==> config.mk <==
export PLATFORM = sky130hd
export DESIGN_NAME = linear_probe_hash_table_top
export DESIGN_NICKNAME = d
export VERILOG_FILES = /design/src/hw/rtl/lpht_pkg.sv /design/src/hw/rtl/lpht_ctrl.sv /design/src/hw/rtl/lpht_dp.sv /design/src/hw/rtl/linear_probe_hash_table_top.sv
export SDC_FILE = /design/constraint.sdc
export NUM_CORES = 2
export LEC_CHECK = 0
export ABC_AREA = 1
export ABC_CLOCK_PERIOD_IN_PS = 6300
export BUFFER_PORTS_ARGS = -buffer_cell sky130_fd_sc_hd__buf_2
export CORE_ASPECT_RATIO = 2
export CORE_MARGIN = 10
export CORE_UTILIZATION = 45
export DETAILED_ROUTE_END_ITERATION = 10
export PLACE_DENSITY = 0.58
export SETUP_SLACK_MARGIN = 0.05
export SLEW_MARGIN = 40
export SYNTH_ARGS = -nofsm -noshare
export SYNTH_HDL_FRONTEND = slang
export SYNTH_HIERARCHICAL = 1
export SYNTH_SLANG_ARGS = --single-unit
export TNS_END_PERCENT = 100
==> constraint.sdc <==
create_clock -name clk -period 6.3 [get_ports clk]
set_input_delay 1.89 -clock clk [delete_from_list [all_inputs] [get_ports clk]]
set_output_delay 1.89 -clock clk [all_outputs]
set_load 0.02 [all_outputs]
==> src/hw/rtl/lpht_pkg.sv <==
// shared types, codes and sizes of the linear-probe hash table
package lpht_pkg;

  // number of slots; a power of two, so the home slot is the low key bits
  localparam int TABLE_SIZE = 32;
  localparam int IDX_W      = $clog2(TABLE_SIZE);

  localparam int KEY_W   = 16;
  localparam int VALUE_W = 32;
  localparam int SLOT_W  = 5;
  localparam int ENTRY_W = KEY_W + VALUE_W;

  // operation codes
  localparam logic [1:0] CMD_INSERT = 2'd0;
  localparam logic [1:0] CMD_LOOKUP = 2'd1;
  localparam logic [1:0] CMD_DELETE = 2'd2;

  // status codes
  localparam logic [1:0] ST_OK   = 2'd0;
  localparam logic [1:0] ST_DUP  = 2'd1;
  localparam logic [1:0] ST_MISS = 2'd2;
  localparam logic [1:0] ST_FULL = 2'd3;

  // slot marks
  localparam logic [1:0] MARK_EMPTY = 2'd0;
  localparam logic [1:0] MARK_USED  = 2'd1;
  localparam logic [1:0] MARK_DEAD  = 2'd2;

  typedef enum logic [1:0] {
    WR_NONE,
    WR_INS,
    WR_DEL
  } wr_kind_t;

  // controller to datapath
  typedef struct packed {
    logic       load;
    logic       step;
    logic       finish;
    logic [1:0] status;
    wr_kind_t   wr;
    logic       publish;
  } lpht_ctl_t;

  // datapath to controller
  typedef struct packed {
    logic [1:0] op;
    logic       empty;
    logic       match;
    logic       last;
    logic       have_free;
    logic       out_busy;
  } lpht_sts_t;

endpackage

==> src/hw/rtl/lpht_ctrl.sv <==
// probe sequencer of the linear-probe hash table
module lpht_ctrl import lpht_pkg::*; (
  input  logic      clk,
  input  logic      rst_n,
  input  logic      in_tvalid,
  output logic      in_tready,
  input  lpht_sts_t sts,
  output lpht_ctl_t ctl
);

  typedef enum logic [1:0] {
    S_IDLE,
    S_PROBE,
    S_RESP
  } state_t;

  state_t state_r;
  state_t state_nxt;

  assign in_tready = (state_r == S_IDLE);

  always_comb begin
    state_nxt   = state_r;
    ctl         = '0;
    ctl.wr      = WR_NONE;
    ctl.status  = ST_MISS;
    unique case (state_r)
      S_IDLE: begin
        if (in_tvalid) begin
          ctl.load  = 1'b1;
          state_nxt = S_PROBE;
        end
      end
      S_PROBE: begin
        if (sts.op == CMD_INSERT) begin
          priority if (sts.match) begin
            ctl.finish = 1'b1;
            ctl.status = ST_DUP;
          end else if (sts.empty) begin
            ctl.finish = 1'b1;
            ctl.status = ST_OK;
            ctl.wr     = WR_INS;
          end else if (sts.last) begin
            ctl.finish = 1'b1;
            ctl.status = sts.have_free ? ST_OK : ST_FULL;
            ctl.wr     = sts.have_free ? WR_INS : WR_NONE;
          end else begin
            ctl.step = 1'b1;
          end
        end else if (sts.op == CMD_LOOKUP || sts.op == CMD_DELETE) begin
          priority if (sts.match) begin
            ctl.finish = 1'b1;
            ctl.status = ST_OK;
            ctl.wr     = (sts.op == CMD_DELETE) ? WR_DEL : WR_NONE;
          end else if (sts.empty || sts.last) begin
            ctl.finish = 1'b1;
            ctl.status = ST_MISS;
          end else begin
            ctl.step = 1'b1;
          end
        end else begin
          // unused command answers not found
          ctl.finish = 1'b1;
          ctl.status = ST_MISS;
        end
        if (ctl.finish) begin
          state_nxt = S_RESP;
        end
      end
      S_RESP: begin
        if (!sts.out_busy) begin
          ctl.publish = 1'b1;
          state_nxt   = S_IDLE;
        end
      end
      default: begin
        state_nxt = S_IDLE;
      end
    endcase
  end

  always_ff @(posedge clk) begin
    if (!rst_n) begin
      state_r <= S_IDLE;
    end else begin
      state_r <= state_nxt;
    end
  end

  a_one_action: assert property (@(posedge clk) disable iff (!rst_n)
    !(ctl.step && ctl.finish))
    else $error("probe step and finish in the same cycle");

  a_load_only_idle: assert property (@(posedge clk) disable iff (!rst_n)
    ctl.load |=> state_r == S_PROBE)
    else $error("accepted item did not start probing");

  a_finish_to_resp: assert property (@(posedge clk) disable iff (!rst_n)
    ctl.finish |=> state_r == S_RESP)
    else $error("finished probe did not move to response");

endmodule

==> src/hw/rtl/lpht_dp.sv <==
// slot marks, entry memory, probe pointer and result registers
module lpht_dp import lpht_pkg::*; (
  input  logic                clk,
  input  logic                rst_n,
  input  logic [1:0]          in_cmd,
  input  logic [KEY_W-1:0]    in_key,
  input  logic [VALUE_W-1:0]  in_value,
  input  lpht_ctl_t           ctl,
  output lpht_sts_t           sts,
  input  logic                out_tready,
  output logic                out_tvalid,
  output logic [1:0]          out_status,
  output logic [VALUE_W-1:0]  out_found_value,
  output logic [SLOT_W-1:0]   out_slot_index
);

  logic [1:0]         mark_r [TABLE_SIZE];
  logic [ENTRY_W-1:0] slot_mem [TABLE_SIZE];
  logic [ENTRY_W-1:0] rd_r;

  logic [1:0]         cmd_r;
  logic [KEY_W-1:0]   key_r;
  logic [VALUE_W-1:0] value_r;
  logic [IDX_W-1:0]   idx_r;
  logic [IDX_W-1:0]   cnt_r;
  logic [IDX_W-1:0]   free_r;
  logic               free_valid_r;

  logic [1:0]         res_status_r;
  logic [VALUE_W-1:0] res_data_r;
  logic [SLOT_W-1:0]  res_slot_r;

  logic               out_tvalid_r;
  logic [1:0]         out_status_r;
  logic [VALUE_W-1:0] out_data_r;
  logic [SLOT_W-1:0]  out_slot_r;

  logic [IDX_W-1:0]   idx_inc;
  logic [IDX_W-1:0]   rd_addr;
  logic [IDX_W-1:0]   free_sel;
  logic [1:0]         cur_mark;
  logic               cur_used;

  // wraps round naturally since the table size is a power of two
  assign idx_inc  = idx_r + IDX_W'(1);
  assign rd_addr  = ctl.load ? in_key[IDX_W-1:0] : (ctl.step ? idx_inc : idx_r);
  assign cur_mark = mark_r[idx_r];
  assign cur_used = (cur_mark == MARK_USED);
  // first free slot seen so far, else the slot under the probe
  assign free_sel = free_valid_r ? free_r : idx_r;

  always_comb begin
    sts           = '0;
    sts.op        = cmd_r;
    sts.empty     = (cur_mark == MARK_EMPTY);
    sts.match     = cur_used && (rd_r[ENTRY_W-1:VALUE_W] == key_r);
    sts.last      = (cnt_r == IDX_W'(TABLE_SIZE - 1));
    sts.have_free = free_valid_r || !cur_used;
    sts.out_busy  = out_tvalid_r && !out_tready;
  end

  // entry memory, registered read
  always_ff @(posedge clk) begin
    if (ctl.finish && ctl.wr == WR_INS) begin
      slot_mem[free_sel] <= {key_r, value_r};
    end
    rd_r <= slot_mem[rd_addr];
  end

  always_ff @(posedge clk) begin
    if (!rst_n) begin
      for (int i = 0; i < TABLE_SIZE; i++) begin
        mark_r[i] <= MARK_EMPTY;
      end
    end else if (ctl.finish) begin
      if (ctl.wr == WR_INS) begin
        mark_r[free_sel] <= MARK_USED;
      end else if (ctl.wr == WR_DEL) begin
        mark_r[idx_r] <= MARK_DEAD;
      end
    end
  end

  always_ff @(posedge clk) begin
    if (!rst_n) begin
      free_valid_r <= 1'b0;
    end else if (ctl.load) begin
      free_valid_r <= 1'b0;
    end else if (ctl.step && !cur_used) begin
      free_valid_r <= 1'b1;
    end
  end

  always_ff @(posedge clk) begin
    if (ctl.load) begin
      cmd_r   <= in_cmd;
      key_r   <= in_key;
      value_r <= in_value;
      idx_r   <= in_key[IDX_W-1:0];
      cnt_r   <= '0;
    end else if (ctl.step) begin
      idx_r <= idx_inc;
      cnt_r <= cnt_r + IDX_W'(1);
      if (!cur_used && !free_valid_r) begin
        free_r <= idx_r;
      end
    end
    if (ctl.finish) begin
      res_status_r <= ctl.status;
      res_data_r   <= '0;
      res_slot_r   <= '0;
      if (ctl.status == ST_OK) begin
        if (cmd_r == CMD_INSERT) begin
          res_slot_r <= SLOT_W'(free_sel);
        end else begin
          res_data_r <= rd_r[VALUE_W-1:0];
          res_slot_r <= SLOT_W'(idx_r);
        end
      end
    end
  end

  always_ff @(posedge clk) begin
    if (!rst_n) begin
      out_tvalid_r <= 1'b0;
    end else if (ctl.publish) begin
      out_tvalid_r <= 1'b1;
    end else if (out_tready) begin
      out_tvalid_r <= 1'b0;
    end
  end

  always_ff @(posedge clk) begin
    if (ctl.publish) begin
      out_status_r <= res_status_r;
      out_data_r   <= res_data_r;
      out_slot_r   <= res_slot_r;
    end
  end

  assign out_tvalid      = out_tvalid_r;
  assign out_status      = out_status_r;
  assign out_found_value = out_data_r;
  assign out_slot_index  = out_slot_r;

  a_probe_bound: assert property (@(posedge clk) disable iff (!rst_n)
    ctl.step |-> cnt_r != IDX_W'(TABLE_SIZE - 1))
    else $error("probe ran past the table size");

  a_insert_free: assert property (@(posedge clk) disable iff (!rst_n)
    (ctl.finish && ctl.wr == WR_INS) |-> mark_r[free_sel] != MARK_USED)
    else $error("insert overwrote an occupied slot");

  a_delete_used: assert property (@(posedge clk) disable iff (!rst_n)
    (ctl.finish && ctl.wr == WR_DEL) |-> cur_used)
    else $error("delete hit a slot that is not occupied");

  a_fail_zero: assert property (@(posedge clk) disable iff (!rst_n)
    (out_tvalid_r && out_status_r != ST_OK) |-> (out_data_r == '0 && out_slot_r == '0))
    else $error("failed operation carries data or slot");

endmodule

==> src/hw/rtl/linear_probe_hash_table_top.sv <==
// A key/data table with open addressing over TABLE_SIZE slots and linear probing
// from home slot key mod TABLE_SIZE. An operation accepts the item, probes one up to
// TABLE_SIZE slots, reading one slot a cycle from the entry memory (one read and one
// write port), and moves the result into the output register. A waiting result does
// not block the next item from being accepted and probed; that item's result is held
// until the output register is free. Slot marks sit in flip-flops cleared at reset,
// so no clearing pass is needed. in_tuser carries the command (0 insert, 1 lookup,
// 2 delete), out_tuser the status (0 ok, 1 duplicate, 2 not found, 3 full).
module linear_probe_hash_table_top import lpht_pkg::*; (
  input  logic        clk,
  input  logic        rst_n,
  input  logic        in_tvalid,
  output logic        in_tready,
  input  logic [47:0] in_tdata,   // key [15:0], value [47:16]
  input  logic [1:0]  in_tuser,   // cmd [1:0]
  output logic        out_tvalid,
  input  logic        out_tready,
  output logic [39:0] out_tdata,  // found_value [31:0], slot_index [36:32], zero [39:37]
  output logic [1:0]  out_tuser   // status [1:0]
);

  lpht_ctl_t          ctl;
  lpht_sts_t          sts;
  logic [VALUE_W-1:0] found_value;
  logic [SLOT_W-1:0]  slot_index;

  lpht_ctrl u_ctrl (
    .clk       (clk),
    .rst_n     (rst_n),
    .in_tvalid (in_tvalid),
    .in_tready (in_tready),
    .sts       (sts),
    .ctl       (ctl)
  );

  lpht_dp u_dp (
    .clk             (clk),
    .rst_n           (rst_n),
    .in_cmd          (in_tuser),
    .in_key          (in_tdata[15:0]),
    .in_value        (in_tdata[47:16]),
    .ctl             (ctl),
    .sts             (sts),
    .out_tready      (out_tready),
    .out_tvalid      (out_tvalid),
    .out_status      (out_tuser),
    .out_found_value (found_value),
    .out_slot_index  (slot_index)
  );

  assign out_tdata = {3'b000, slot_index, found_value};

endmodule
==> impl_metrics.prom <==
# TYPE chip_impl_metric gauge
chip_impl_info{name="run_status",value="complete, no violations"} 1
chip_impl_metric{name="cp.arrival",unit="ns"} 6.03
chip_impl_metric{name="post_detailed_placement_half_perimeter_wirelength",unit="mm"} 108.4
chip_impl_metric{name="die_height",unit="µm"} 595.2
chip_impl_metric{name="peakVddDrop",unit="mV"} 0.2739
chip_impl_metric{name="cts.clk_slew.worst_paths",unit="ns"} 0.06
chip_impl_info{name="cp_top_family",value="simple AND/OR/NAND/NOR gates"} 1
chip_impl_info{name="worstSetupStartpointType",value="flop"} 1
chip_impl_info{name="timing.critical_path.slowest_stage_cell",value="sky130_fd_sc_hd__nor4_1"} 1
chip_impl_metric{name="hold_viol_final",unit=""} 0
chip_impl_metric{name="via_count_of_the_first_global_routing_pass",unit=""} 48869
chip_impl_metric{name="cts.htree.levels",unit=""} 4
chip_impl_metric{name="finish_stage_setup_viols",unit=""} 0
chip_impl_metric{name="yosys.cell_types.count",unit=""} 41
chip_impl_info{name="tritoncts",value="built"} 1
chip_impl_metric{name="ctsResizeCount",unit=""} 0
chip_impl_metric{name="leakagePower",unit="nW"} 31.87
chip_impl_metric{name="io_buffer_count",unit=""} 94
chip_impl_metric{name="critical-path-max-stage-delay",unit="ns"} 0.80
chip_impl_metric{name="area_growth",unit="%"} 12.82
chip_impl_metric{name="power_density_cells",unit="nW/µm²"} 379.7
chip_impl_info{name="hold_path.class",value="flop to flop"} 1
chip_impl_metric{name="drive_gt1_frac",unit=""} 0.09368
chip_impl_metric{name="max_freq",unit="GHz"} 0.1875
chip_impl_metric{name="synth_warnings",unit=""} 6
chip_impl_metric{name="slew_headroom",unit=""} 0.3075
chip_impl_metric{name="gp_congestion",unit=""} 0.7950
chip_impl_metric{name="cts-hold-fix-buffers",unit=""} 0
chip_impl_metric{name="timing_worst_slew_pin_value",unit="ns"} 1.039
chip_impl_metric{name="number_of_nets_still_failing_antenna_checks_after_routing",unit=""} 0
chip_impl_metric{name="drt_drc_violations_left",unit=""} 0
chip_impl_metric{name="timing.critical_path.buf_inv",unit=""} 8
chip_impl_metric{name="syn_area",unit="µm²"} 74440
chip_impl_metric{name="cts.repair_timing.setup_buffer_count",unit=""} 0
chip_impl_metric{name="setup-tns-final",unit="ns"} 0
chip_impl_info{name="path_cells",value="buf_4 > inv_1 > nand2_1 > nand3_1 > nor4_1 > buf_4 > nand3_1 > nor2_1 > inv_2 > nand4_2 > inv_1 > inv_1 > nand2_1 > nand3_4 > buf_12 > buf_16 > nand3b_1 > nand3_1 > nand3_1 > nand3_1 > nand2_1 > nand2_1 > nand2_1"} 1
chip_impl_info{name="critical_path.endpoint_type",value="flop"} 1
chip_impl_metric{name="first_iter_violations",unit=""} 5189
chip_impl_metric{name="grt_first_pass_wirelength",unit="mm"} 322.8
chip_impl_metric{name="antenna_violations_before_repair",unit=""} 4
chip_impl_metric{name="initial_core_util",unit=""} 0.4518
chip_impl_metric{name="grt_start_max_net_pins",unit=""} 140
chip_impl_metric{name="slew_viol_final",unit=""} 0
chip_impl_info{name="timing.setup.critical_path_class",value="flop to flop"} 1
chip_impl_metric{name="yosys_register_bits",unit=""} 1795
chip_impl_metric{name="post_drt_wl_per_cell",unit="µm"} 25.10
chip_impl_metric{name="avgViaCountPerCell",unit=""} 5.660
chip_impl_metric{name="post_synth.cell_area_avg",unit="µm²"} 11.44
chip_impl_metric{name="floorplan.rows",unit=""} 211
chip_impl_info{name="layout_commonest_cell",value="sky130_fd_sc_hd__nand2_1"} 1
chip_impl_metric{name="grtUsageTotal",unit=""} 0.2368
chip_impl_metric{name="cts_inserted_buffers",unit=""} 166
chip_impl_metric{name="dieArea",unit="µm²"} 183100
chip_impl_metric{name="nets",unit=""} 6616
chip_impl_metric{name="die_w",unit="µm"} 307.6
chip_impl_metric{name="routed_wirelength",unit="mm"} 221.2
chip_impl_metric{name="synth_cells",unit=""} 6509
chip_impl_metric{name="async_flop_share",unit=""} 0
chip_impl_metric{name="overall_overflow_remaining_after_global_route",unit=""} 0
chip_impl_metric{name="critPathRequiredTime",unit="ns"} 7.00
chip_impl_metric{name="clk_path_buf_depth",unit=""} 4
chip_impl_info{name="rsz0062_at_grt",value="no"} 1
chip_impl_metric{name="fp.coreArea",unit="µm²"} 164700
chip_impl_info{name="dominantRegCellSynth",value="sky130_fd_sc_hd__edfxtp_1"} 1
chip_impl_metric{name="postLayoutCellArea",unit="µm²"} 83980
chip_impl_metric{name="drv_cap",unit=""} 0
chip_impl_metric{name="top_level_ports",unit=""} 98
chip_impl_metric{name="critical_path_peak_fanout",unit=""} 104
chip_impl_metric{name="route.vias.total",unit=""} 49883
chip_impl_info{name="clock_tree.root_cell",value="sky130_fd_sc_hd__clkbuf_16"} 1
chip_impl_metric{name="finalCriticalPeriod",unit="ns"} 5.333
chip_impl_metric{name="drtPass1Iterations",unit=""} 6
chip_impl_metric{name="placed_cell_area",unit="µm²"} 78430
chip_impl_metric{name="synth_edf_count",unit=""} 1733
chip_impl_metric{name="fin_worst_skew",unit="ns"} 0.05017
chip_impl_metric{name="clock_sink_count",unit=""} 1795
chip_impl_metric{name="clk-insertion-delay-late",unit="ns"} 0.82
chip_impl_info{name="final_cell_mix",value="sky130_fd_sc_hd__nand2_1 (2049), sky130_fd_sc_hd__edfxtp_1 (1733), sky130_fd_sc_hd__nand3_1 (1217), sky130_fd_sc_hd__inv_1 (413), sky130_fd_sc_hd__o211ai_1 (193)"} 1
chip_impl_metric{name="final_min_period_over_clock_period",unit=""} 0.8465
chip_impl_metric{name="synth_sequential_area_ratio",unit=""} 0.7158
[registers in the layout, summed over array words and instances, names as in the netlist]
| name | cells |
|---|---|
| u_ctrl/state_r | 2 |
| u_dp/cmd_r | 2 |
| u_dp/cnt_r | 5 |
| u_dp/free_r | 5 |
| u_dp/free_valid_r | 1 |
| u_dp/idx_r | 5 |
| u_dp/key_r | 16 |
| u_dp/mark_r | 64 |
| u_dp/out_found_value | 32 |
| u_dp/out_slot_index | 5 |
| u_dp/out_status | 2 |
| u_dp/out_tvalid | 1 |
| u_dp/rd_r | 48 |
| u_dp/res_data_r | 32 |
| u_dp/res_slot_r | 5 |
| u_dp/res_status_r | 2 |
| u_dp/slot_mem | 1536 |
| u_dp/value_r | 32 |
[worst paths after layout]
kind | startpoint | to | slack [ns] | depth (start not counted)
min reg2reg | u_dp/res_data_r[1] | u_dp/out_found_value[1] | 0.40 | 0
max | u_dp/key_r[15] | u_dp/rd_r[26] | 0.97 | 23
min | u_dp/res_data_r[1] | u_dp/out_found_value[1] | 0.40 | 0
max reg2reg | u_dp/key_r[15] | u_dp/rd_r[26] | 0.97 | 23
[synth_stat cells (5+ instances only)]
cell	n	area [µm²]
sky130_fd_sc_hd__buf_4	8	60.06
sky130_fd_sc_hd__nor2_4	8	90.09
sky130_fd_sc_hd__xor2_1	10	87.58
sky130_fd_sc_hd__dfxtp_1	62	1241
sky130_fd_sc_hd__buf_1	36	135.1
sky130_fd_sc_hd__nand3b_1	144	1081
sky130_fd_sc_hd__o21ai_2	9	78.83
sky130_fd_sc_hd__edfxtp_1	1733	52040
sky130_fd_sc_hd__xnor2_1	5	43.79
sky130_fd_sc_hd__nand2_2	9	56.30
sky130_fd_sc_hd__a21oi_1	10	50.05
sky130_fd_sc_hd__or2_2	5	31.28
sky130_fd_sc_hd__nand2_1	2051	7699
sky130_fd_sc_hd__inv_1	418	1569
sky130_fd_sc_hd__buf_2	191	955.9
sky130_fd_sc_hd__clkbuf_1	182	683.2
sky130_fd_sc_hd__nand3_1	1218	6096
sky130_fd_sc_hd__inv_2	14	52.55
sky130_fd_sc_hd__o22ai_1	5	31.28
sky130_fd_sc_hd__nor3_1	6	30.03
sky130_fd_sc_hd__o211ai_1	193	1449
sky130_fd_sc_hd__nor2_1	153	574.3
sky130_fd_sc_hd__ha_1	5	62.56
[worst register-to-register path, cell delays in order, from the launching register on]
cell and delay, ns:
sky130_fd_sc_hd__edfxtp_1 0.40, sky130_fd_sc_hd__buf_4 0.35, sky130_fd_sc_hd__inv_1 0.12, sky130_fd_sc_hd__nand2_1 0.07, sky130_fd_sc_hd__nand3_1 0.15, sky130_fd_sc_hd__nor4_1 0.80, sky130_fd_sc_hd__buf_4 0.25, sky130_fd_sc_hd__nand3_1 0.12
sky130_fd_sc_hd__nor2_1 0.34, sky130_fd_sc_hd__inv_2 0.09, sky130_fd_sc_hd__nand4_2 0.12, sky130_fd_sc_hd__inv_1 0.15, sky130_fd_sc_hd__inv_1 0.20, sky130_fd_sc_hd__nand2_1 0.12, sky130_fd_sc_hd__nand3_4 0.30, sky130_fd_sc_hd__buf_12 0.41
sky130_fd_sc_hd__buf_16 0.41, sky130_fd_sc_hd__nand3b_1 0.27, sky130_fd_sc_hd__nand3_1 0.11, sky130_fd_sc_hd__nand3_1 0.09, sky130_fd_sc_hd__nand3_1 0.13, sky130_fd_sc_hd__nand2_1 0.07, sky130_fd_sc_hd__nand2_1 0.11, sky130_fd_sc_hd__nand2_1 0.07
[power by group]
group          total (mW)  internal (mW)  switching, mW
Sequential           13.7           13.5          0.214
Combinational        8.01           2.33           5.67
Clock                10.1           5.74           4.39
[per-stage QoR]
stage | setup WS (ns) | util | hold slack [ns] | power [mW] | instances
5_1_grt | 0.6295 | 0.5098 | 0.4231 | 33.32 | 8813
3_3_place_gp | 0.7457 | 0.4731 | 0.4006 | 21.86 | 8473
6_report | 0.9671 | 0.5098 | 0.4008 | 31.89 | 8814
2_1_floorplan | 0.5095 | - | 0.4003 | 19.32 | 6511
3_5_place_dp | 1.017 | 0.4761 | 0.4045 | 21.97 | 8501
4_1_cts | 0.9682 | 0.5084 | 0.4068 | 32.04 | 8794
[cell families after synthesis]
logic type	share of synthesized area
other	0.00005038
adder cells (fa/ha/maj)	0.0008405
XOR/XNOR	0.001765
buffers and inverters	0.04686
AO/OA/AOI/OAI	0.02251
AND/OR/NAND/NOR	0.2122
flip-flops	0.7158
[per-layer routing]
layer / vias up / wire (µm) / track usage
met1: 24814 / 84450 / 0.2895
li1: 22579 / - / -
met3: 457 / 14540 / 0.02848
met4: 0 / 10380 / 0.1066
met5: - / 0 / 0
met2: 2033 / 111900 / 0.4153
[layout make-up]
| cell class | count | area (µm²) |
|---|---|---|
| Antenna cell | 2 | 5.005 |
| Inverter | 435 | 1663 |
| Clock buffer | 221 | 4556 |
| Sequential cell | 1795 | 53280 |
| Clock inverter | 72 | 774.5 |
| Fill cell | 14343 | 80760 |
| Timing Repair Buffer | 297 | 3030 |
| Multi-Input combinational cell | 3862 | 18000 |
| Tap cell | 2130 | 2665 |
Note: power is estimated with default switching activity, not from simulation.
